File: src/rtl/dtv_pkg.sv
// Package of the date text validator: status codes, character codes and calendar helpers.
// Used by dtv_judge, date_text_validator_top and dtv_checker; depends on nothing.
`default_nettype none

package dtv_pkg;

   typedef enum logic [2:0] {
      ST_OK        = 3'd0,
      ST_BAD_CHAR  = 3'd1,
      ST_EXTRA_SEP = 3'd2,
      ST_EMPTY     = 3'd3,
      ST_MONTH     = 3'd4,
      ST_YEAR      = 3'd5,
      ST_DAY       = 3'd6
   } dtv_status_type;

   typedef struct packed {
      logic [2:0]     digit_seen;
      dtv_status_type sticky;
      logic [8:0]     year_rem;
   } dtv_flags_type;

   localparam int         OUT_WIDTH      = 14;
   localparam logic [13:0] OUT_MAX        = 14'h3FFF;
   localparam logic [13:0] YEAR_FLOOR_RST = 14'd2000;
   localparam logic [13:0] YEAR_CEIL_RST  = 14'd2100;
   localparam logic        CSR_YEAR_FLOOR = 1'b0;
   localparam logic        CSR_YEAR_CEIL  = 1'b1;
   localparam logic [7:0]  CH_SLASH       = 8'h2F;
   localparam logic [7:0]  CH_DASH        = 8'h2D;
   localparam logic [7:0]  CH_ZERO        = 8'h30;
   localparam logic [7:0]  CH_NINE        = 8'h39;
   localparam logic [3:0]  MONTHS         = 4'd12;
   localparam logic [1:0]  LAST_PART      = 2'd2;

   // Year modulo 400 after appending one decimal digit.
   function automatic logic [8:0] next_rem(input logic [8:0] rem, input logic [3:0] digit);
      logic [11:0] v;
      logic [17:0] p;
      logic [3:0]  q;
      logic [12:0] t;
      v = {rem, 3'b000} + {2'b00, rem, 1'b0} + {8'b0, digit};
      p = 18'(v) * 18'd41;
      q = p[17:14];
      t = 13'(v) - 13'(13'(q) * 13'd400);
      if (t[12]) begin
         t = t + 13'd400;
      end
      return t[8:0];
   endfunction

   function automatic logic is_leap_rem(input logic [8:0] rem);
      return (rem[1:0] == 2'b00) && (rem != 9'd100) && (rem != 9'd200) && (rem != 9'd300);
   endfunction

   function automatic logic [4:0] month_days(input logic [3:0] month, input logic leap);
      logic [4:0] days;
      case (month)
         4'd2: begin
            days = leap ? 5'd29 : 5'd28;
         end
         4'd4, 4'd6, 4'd9, 4'd11: begin
            days = 5'd30;
         end
         default: begin
            days = 5'd31;
         end
      endcase
      return days;
   endfunction

endpackage

`default_nettype wire

File: src/rtl/date_text_validator_top.sv
// Top level of the date text validator: request register, parse state and response register.
// Depends on dtv_pkg and dtv_judge.
//
// A date text arrives one character per request on the req_ channel; req_tuser low with
// req_tlast high is a bare end marker. The request with req_tlast high yields exactly one
// response on the rsp_ channel with the verdict and the parsed day, month and year.
// Other requests yield no response.
// One request is accepted per cycle while req_tready is high. After its last request is
// accepted, a text waits in the request register while the parse state is updated, then
// in the verdict stage that feeds the response register.
// When the receiver holds rsp_tready low, the response register holds its data. Requests
// without req_tlast keep flowing into the parse state, the verdict stage takes one more
// finished text, and req_tready falls once a further last request waits in the request
// register. Reset clears the parse state and all valid flags and sets the year bounds to
// 2000 and 2100. The bounds are written through the csr_ port; the user must do so only
// while no text is in flight, as the block does not enforce it.
`default_nettype none

module date_text_validator_top #(
   parameter int ACC_WIDTH = 14
) (
   input  wire logic        clock,
   input  wire logic        reset,
   input  wire logic        req_tvalid,
   output logic             req_tready,
   input  wire logic [7:0]  req_tdata,   // [7:0] ch
   input  wire logic        req_tuser,   // [0] present
   input  wire logic        req_tlast,
   output logic             rsp_tvalid,
   input  wire logic        rsp_tready,
   output logic [47:0]      rsp_tdata,   // [2:0] status, [16:3] day_value,
                                         // [30:17] month_value, [44:31] year_value, rest zero
   output logic             rsp_tuser,   // [0] valid_res
   input  wire logic        csr_we,
   input  wire logic        csr_index,
   input  wire logic [13:0] csr_wdata
);

   localparam logic [ACC_WIDTH-1:0] ACC_MAX = '1;

   function automatic logic [ACC_WIDTH-1:0] push_digit(input logic [ACC_WIDTH-1:0] acc,
                                                       input logic [3:0] digit);
      logic [ACC_WIDTH+3:0] v;
      v = (ACC_WIDTH+4)'({acc, 3'b000}) + (ACC_WIDTH+4)'({acc, 1'b0})
          + (ACC_WIDTH+4)'(digit);
      return (v > (ACC_WIDTH+4)'(ACC_MAX)) ? ACC_MAX : v[ACC_WIDTH-1:0];
   endfunction

   function automatic logic [13:0] shown(input logic [ACC_WIDTH-1:0] value);
      return (value > ACC_WIDTH'(dtv_pkg::OUT_MAX)) ? dtv_pkg::OUT_MAX : value[13:0];
   endfunction

   logic [13:0] year_floor_ff, year_floor_in;
   logic [13:0] year_ceil_ff, year_ceil_in;

   logic       a_valid_ff, a_valid_in;
   logic       a_present_ff;
   logic [7:0] a_ch_ff;
   logic       a_last_ff;

   logic [1:0]              part_ff, part_in;
   logic [ACC_WIDTH-1:0]    day_ff, day_in;
   logic [ACC_WIDTH-1:0]    month_ff, month_in;
   logic [ACC_WIDTH-1:0]    year_ff, year_in;
   dtv_pkg::dtv_flags_type  flags_ff, flags_in;

   logic                    b_valid_ff, b_valid_in;
   logic [ACC_WIDTH-1:0]    b_day_ff, b_month_ff, b_year_ff;
   dtv_pkg::dtv_flags_type  b_flags_ff;

   logic                    rsp_valid_ff, rsp_valid_in;
   logic                    rsp_ok_ff;
   dtv_pkg::dtv_status_type rsp_status_ff;
   logic [13:0]             rsp_day_ff, rsp_month_ff, rsp_year_ff;

   logic                    out_ready;
   logic                    b_ready;
   logic                    a_go;
   logic                    req_fire;
   logic                    capture;
   dtv_pkg::dtv_status_type status;

   assign out_ready  = !rsp_valid_ff || rsp_tready;
   assign b_ready    = !b_valid_ff || out_ready;
   assign a_go       = a_valid_ff && (!a_last_ff || b_ready);
   assign req_tready = !a_valid_ff || a_go;
   assign req_fire   = req_tvalid && req_tready;
   assign capture    = a_go && a_last_ff;

   always_comb begin
      year_floor_in = year_floor_ff;
      year_ceil_in  = year_ceil_ff;
      if (csr_we) begin
         case (csr_index)
            dtv_pkg::CSR_YEAR_FLOOR: begin
               year_floor_in = csr_wdata;
            end
            dtv_pkg::CSR_YEAR_CEIL: begin
               year_ceil_in = csr_wdata;
            end
            default: begin
               year_floor_in = year_floor_ff;
            end
         endcase
      end
   end

   // Parse state after the character in the request register.
   always_comb begin
      part_in  = part_ff;
      day_in   = day_ff;
      month_in = month_ff;
      year_in  = year_ff;
      flags_in = flags_ff;
      if (a_present_ff && (flags_ff.sticky == dtv_pkg::ST_OK)) begin
         if ((a_ch_ff == dtv_pkg::CH_SLASH) || (a_ch_ff == dtv_pkg::CH_DASH)) begin
            if (part_ff >= dtv_pkg::LAST_PART) begin
               flags_in.sticky = dtv_pkg::ST_EXTRA_SEP;
            end else begin
               part_in = part_ff + 2'd1;
            end
         end else if (a_ch_ff inside {[dtv_pkg::CH_ZERO:dtv_pkg::CH_NINE]}) begin
            case (part_ff)
               2'd0: begin
                  day_in = push_digit(day_ff, a_ch_ff[3:0]);
                  flags_in.digit_seen[0] = 1'b1;
               end
               2'd1: begin
                  month_in = push_digit(month_ff, a_ch_ff[3:0]);
                  flags_in.digit_seen[1] = 1'b1;
               end
               default: begin
                  year_in = push_digit(year_ff, a_ch_ff[3:0]);
                  flags_in.year_rem = dtv_pkg::next_rem(flags_ff.year_rem, a_ch_ff[3:0]);
                  flags_in.digit_seen[2] = 1'b1;
               end
            endcase
         end else begin
            flags_in.sticky = dtv_pkg::ST_BAD_CHAR;
         end
      end
   end

   always_comb begin
      a_valid_in = a_valid_ff;
      if (req_fire) begin
         a_valid_in = 1'b1;
      end else if (a_go) begin
         a_valid_in = 1'b0;
      end
      b_valid_in = b_valid_ff;
      if (b_ready) begin
         b_valid_in = capture;
      end
      rsp_valid_in = rsp_valid_ff;
      if (out_ready) begin
         rsp_valid_in = b_valid_ff;
      end
   end

   always_ff @(posedge clock) begin
      if (reset) begin
         year_floor_ff <= dtv_pkg::YEAR_FLOOR_RST;
         year_ceil_ff  <= dtv_pkg::YEAR_CEIL_RST;
         a_valid_ff    <= 1'b0;
         b_valid_ff    <= 1'b0;
         rsp_valid_ff  <= 1'b0;
         part_ff       <= '0;
         day_ff        <= '0;
         month_ff      <= '0;
         year_ff       <= '0;
         flags_ff      <= '0;
      end else begin
         year_floor_ff <= year_floor_in;
         year_ceil_ff  <= year_ceil_in;
         a_valid_ff    <= a_valid_in;
         b_valid_ff    <= b_valid_in;
         rsp_valid_ff  <= rsp_valid_in;
         if (a_go) begin
            if (a_last_ff) begin
               part_ff  <= '0;
               day_ff   <= '0;
               month_ff <= '0;
               year_ff  <= '0;
               flags_ff <= '0;
            end else begin
               part_ff  <= part_in;
               day_ff   <= day_in;
               month_ff <= month_in;
               year_ff  <= year_in;
               flags_ff <= flags_in;
            end
         end
      end
   end

   always_ff @(posedge clock) begin
      if (req_fire) begin
         a_present_ff <= req_tuser;
         a_ch_ff      <= req_tdata;
         a_last_ff    <= req_tlast;
      end
      if (capture) begin
         b_day_ff   <= day_in;
         b_month_ff <= month_in;
         b_year_ff  <= year_in;
         b_flags_ff <= flags_in;
      end
      if (b_valid_ff && out_ready) begin
         rsp_ok_ff     <= (status == dtv_pkg::ST_OK);
         rsp_status_ff <= status;
         rsp_day_ff    <= shown(b_day_ff);
         rsp_month_ff  <= shown(b_month_ff);
         rsp_year_ff   <= shown(b_year_ff);
      end
   end

   dtv_judge #(
      .ACC_WIDTH (ACC_WIDTH)
   ) u_judge (
      .day          (b_day_ff),
      .month        (b_month_ff),
      .year         (b_year_ff),
      .flags        (b_flags_ff),
      .year_floor   (year_floor_ff),
      .year_ceiling (year_ceil_ff),
      .status       (status)
   );

   assign rsp_tvalid = rsp_valid_ff;
   assign rsp_tuser  = rsp_ok_ff;
   assign rsp_tdata  = {3'b000, rsp_year_ff, rsp_month_ff, rsp_day_ff, rsp_status_ff};

endmodule

`default_nettype wire

File: src/rtl/dtv_judge.sv
// Verdict logic of the date text validator: turns the parsed parts into a status code.
// Depends on dtv_pkg for the status codes and the calendar helpers.
`default_nettype none

module dtv_judge #(
   parameter int ACC_WIDTH = 14
) (
   input  wire logic [ACC_WIDTH-1:0] day,
   input  wire logic [ACC_WIDTH-1:0] month,
   input  wire logic [ACC_WIDTH-1:0] year,
   input  wire dtv_pkg::dtv_flags_type flags,
   input  wire logic [13:0]          year_floor,
   input  wire logic [13:0]          year_ceiling,
   output dtv_pkg::dtv_status_type   status
);

   localparam logic [ACC_WIDTH-1:0] ACC_MAX = '1;

   logic       leap;
   logic [4:0] dim;

   assign leap = (year != ACC_MAX) && dtv_pkg::is_leap_rem(flags.year_rem);
   assign dim  = dtv_pkg::month_days(month[3:0], leap);

   always_comb begin
      if (flags.sticky != dtv_pkg::ST_OK) begin
         status = flags.sticky;
      end else if (flags.digit_seen != 3'b111) begin
         status = dtv_pkg::ST_EMPTY;
      end else if ((month == '0) || (month > ACC_WIDTH'(dtv_pkg::MONTHS))) begin
         status = dtv_pkg::ST_MONTH;
      end else if ((year < ACC_WIDTH'(year_floor)) || (year > ACC_WIDTH'(year_ceiling))) begin
         status = dtv_pkg::ST_YEAR;
      end else if ((day == '0) || (day > ACC_WIDTH'(dim))) begin
         status = dtv_pkg::ST_DAY;
      end else begin
         status = dtv_pkg::ST_OK;
      end
   end

endmodule

`default_nettype wire

File: config.mk
export PLATFORM = sky130hd
export DESIGN_NAME = date_text_validator_top
export DESIGN_NICKNAME = d
export VERILOG_FILES = /design/src/rtl/dtv_pkg.sv /design/src/rtl/date_text_validator_top.sv /design/src/rtl/dtv_judge.sv
export SDC_FILE = /design/constraint.sdc
export NUM_CORES = 1
export LEC_CHECK = 0
export ABC_AREA = 1
export BUFFER_PORTS_ARGS = -buffer_cell sky130_fd_sc_hd__buf_2
export CORE_MARGIN = 2
export CORE_UTILIZATION = 39
export DETAILED_ROUTE_END_ITERATION = 6
export GPL_ROUTABILITY_DRIVEN = 0
export PLACE_DENSITY = 0.6
export SYNTH_ARGS = -nofsm -noshare
export SYNTH_HDL_FRONTEND = slang
export SYNTH_SLANG_ARGS = --single-unit
File: constraint.sdc
create_clock -name clock -period 8 [get_ports clock]
set_clock_uncertainty 0.2 [all_clocks]
set_input_delay 0.8 -clock clock [delete_from_list [all_inputs] [get_ports clock]]
set_output_delay 0.8 -clock clock [all_outputs]
set_load 0.02 [all_outputs]
==> flow_summary.toml <==
[logic_synthesis]
yosys_warnings = 0
avgSynthCellArea_um2 = 8.601
synthTopCellsByCount = "nand2_1 (253), inv_1 (219), ha_1 (185)"
post_synth_instance_area_um2 = 13630
synth-seq-cells = 203
yosysSeqAreaShare = 0.3811
synth_edf_count = 113
synth_largest_area_cell = "edfxtp_1"
synth_top_area_share = 0.2489
async_reset_ff_frac = 0
synth_cell_types = 61
synth_ff_type = "edfxtp_1"
synth.most_common_cell = "nand2_1"
synth_cells = 1585
synth_area_leaders = "edfxtp_1 (25%), ha_1 (17%), dfxtp_1 (13%), nand2_1 (7.0%), inv_1 (6.0%)"

[critical_path]
worstPathArrival_ns = 7.56
end_kind = "register"
cp-start-kind = "register"
required_ns = 8.06
worst-setup-path-type = "reg -> reg"
cpMostUsedCell = "nand2_1"
timing.critical_path.slowest_cell_delay_ns = 0.54
cp_max_fo = 8
critPathSlowestCell = "fa_1"

[timing]
tns_ns = 0
fmax_mhz = 133.3
slew_headroom = 0.1536
setup_viol_count_final = 0
period_share = 0.9377
rsz0062_at_grt = "false"
min_period_ns = 7.502
whs_ns = 0.2245
drv_slew = 0
hold_viol = 0
tightest_slew_ns = 1.270

[cts]
cts-root-buf = "clkbuf_16"
cts_buffer_depth = 3
cts.sinks = 203
clock_latency_ns = 0.52
cts_made_buffers = 23
tritoncts = "yes"
cts_hold_buffers = 0
clk_transition_reported_paths_ns = 0.06
htreeDepth = 1

[drt]
via_per_inst = 4.963
firstDrtPassIters = 5
wl_per_cell_um = 13.95
drc = 0
wl_um = 29260
vias = 10410
drt_iter0_drc = 493
detail-route-antenna-nets = 0

[floorplan]
dieWidth_um = 191.0
ios = 81
rows = 68
dieHeight_um = 191.0
core_area_um2 = 34460
start_util = 0.3956
dieArea_um2 = 36470

[final_layout]
fillCellCount = 3365
area_delta_synth_final_pct = 11.58
drive_gt1_frac = 0.1424
diodes = 0
top_regs = "b_flags_ff: 15 flops, flags_ff: 15 flops"
layout.nets = 1855

[grt]
grt_overflow = 0
grt_max_degree = 60
first_global_vias = 10110
antenna_found_initial = 1
grt_pass1_wl_um = 49360
grt_usage = 0.1634

[worst_hold_path]
hp-class = "reg -> reg"

[outcome]
status = "finished clean"

[power_and_ir_drop]
max-vdd-ir-drop_uv = 132.5
p_leak_nw = 7.189
power.density_nw_per_um2 = 152.0

[flow_run]
drv_cap = 0

[placement]
hpwl_um = 21980
port_buffers = 77
==> worst paths after layout <==
kind / slack, ns / end / startpoint / cells past startpoint
worst min-delay path: 0.22 / b_flags_ff[11] / flags_ff[11] / 0
worst min register to register: 0.22 / b_flags_ff[11] / flags_ff[11] / 0
worst max register to register: 0.50 / b_flags_ff[4] / a_ch_ff[3] / 46
worst max-delay path: 0.50 / b_flags_ff[4] / a_ch_ff[3] / 46
==> cells in the final DEF (no fill, tap or decap), types with 5 or more instances in the layout <==
cell | Yosys | final
a21oi_1 | 142 | 142
a31oi_1 | 9 | 9
and2_1 | 7 | 7
buf_2 | 9 | 77
buf_4 | 4 | 17
clkbuf_1 | 64 | 6
clkbuf_16 | 0 | 23
dfxtp_1 | 90 | 89
edfxtp_1 | 113 | 113
fa_1 | 14 | 13
ha_1 | 185 | 184
inv_1 | 219 | 218
nand2_1 | 253 | 251
nand2_2 | 7 | 9
nand2_4 | 7 | 7
nand3_1 | 97 | 97
nand3_2 | 10 | 9
nand3b_1 | 6 | 6
nand4_1 | 18 | 18
nor2_1 | 83 | 80
nor2_2 | 4 | 5
nor3_1 | 13 | 13
nor4_1 | 8 | 8
o211ai_1 | 12 | 12
o21ai_0 | 51 | 49
o21ai_1 | 11 | 13
o21bai_1 | 6 | 6
or2_2 | 40 | 40
xnor2_1 | 19 | 17
xor2_1 | 31 | 30
==> kinds of logic (layout without fill, tap and decap cells) <==
family	Yosys count	after routing	synth area share
xor+xnor	51	51	0.03414
buf+inv	303	359	0.08646
other cells	1	3	0.0002751
mux	2	2	0.001469
compound gates	266	266	0.1130
fa+ha+maj	199	199	0.1904
simple gates	560	560	0.1932
flops	203	203	0.3811
==> routing by layer <==
layer | wire (um) | global-route usage | part of all wire
met3 | 1315 | 0.02056 | 0.045
met4 | 444 | 0.03160 | 0.015
met1 | 14280 | 0.2276 | 0.49
met5 | 13 | 0 | 0.00044
met2 | 13210 | 0.2726 | 0.45
==> stage by stage <==
stage | power (mW) | instance area (um^2) | utilization | setup slack, ns | cells
6_report | 2.311 | 15210 | 0.4414 | 0.4983 | 2098
3_5_place_dp | 1.289 | 14360 | 0.4167 | 0.2338 | 2051
4_1_cts | 2.342 | 15110 | 0.4386 | 0.1921 | 2093
2_1_floorplan | 1.246 | 13640 | - | 0.5376 | 1587
3_3_place_gp | 1.287 | 14360 | 0.4167 | 0.3794 | 2051
5_1_grt | 2.398 | 15210 | 0.4414 | 0.002942 | 2098
==> power by group <==
group          internal, mW  switching, mW  leakage, nW
Combinational        0.0421         0.0877         5.06
Clock                 0.625          0.420        0.365
Sequential             1.12         0.0130         1.77
Total                  1.79          0.521         7.19
==> worst max-delay path: cells and delay by family (launching register included) <==
family / cells / cell delay (ns)
adders and majority gates: 9 / 2.91
xor gates and xnor gates: 3 / 0.54
and+or+nand+nor: 22 / 2.01
AOI/OAI and AO/OA: 5 / 0.85
buffers and inverters: 7 / 0.40
DFF: 1 / 0.34
==> final cells by class <==
class,count,area [um^2],share of cell area
Sequential cell,203,5196,0.3416
Timing Repair Buffer,94,513.0,0.03373
Clock buffer,32,639.4,0.04203
Inverter,223,837.1,0.05503
Clock inverter,10,112.6,0.007403
Multi-Input combinational cell,1081,7343,0.4828
Tap cell,455,569.3,0.03743
==> what timing repair did <==
action | 4_1_cts | 5_1_grt
gates resized for setup | 0 | 13
buffers inserted | 0 | 5
setup endpoints to repair | 0 | 10
(Power assumes the default switching activity.)
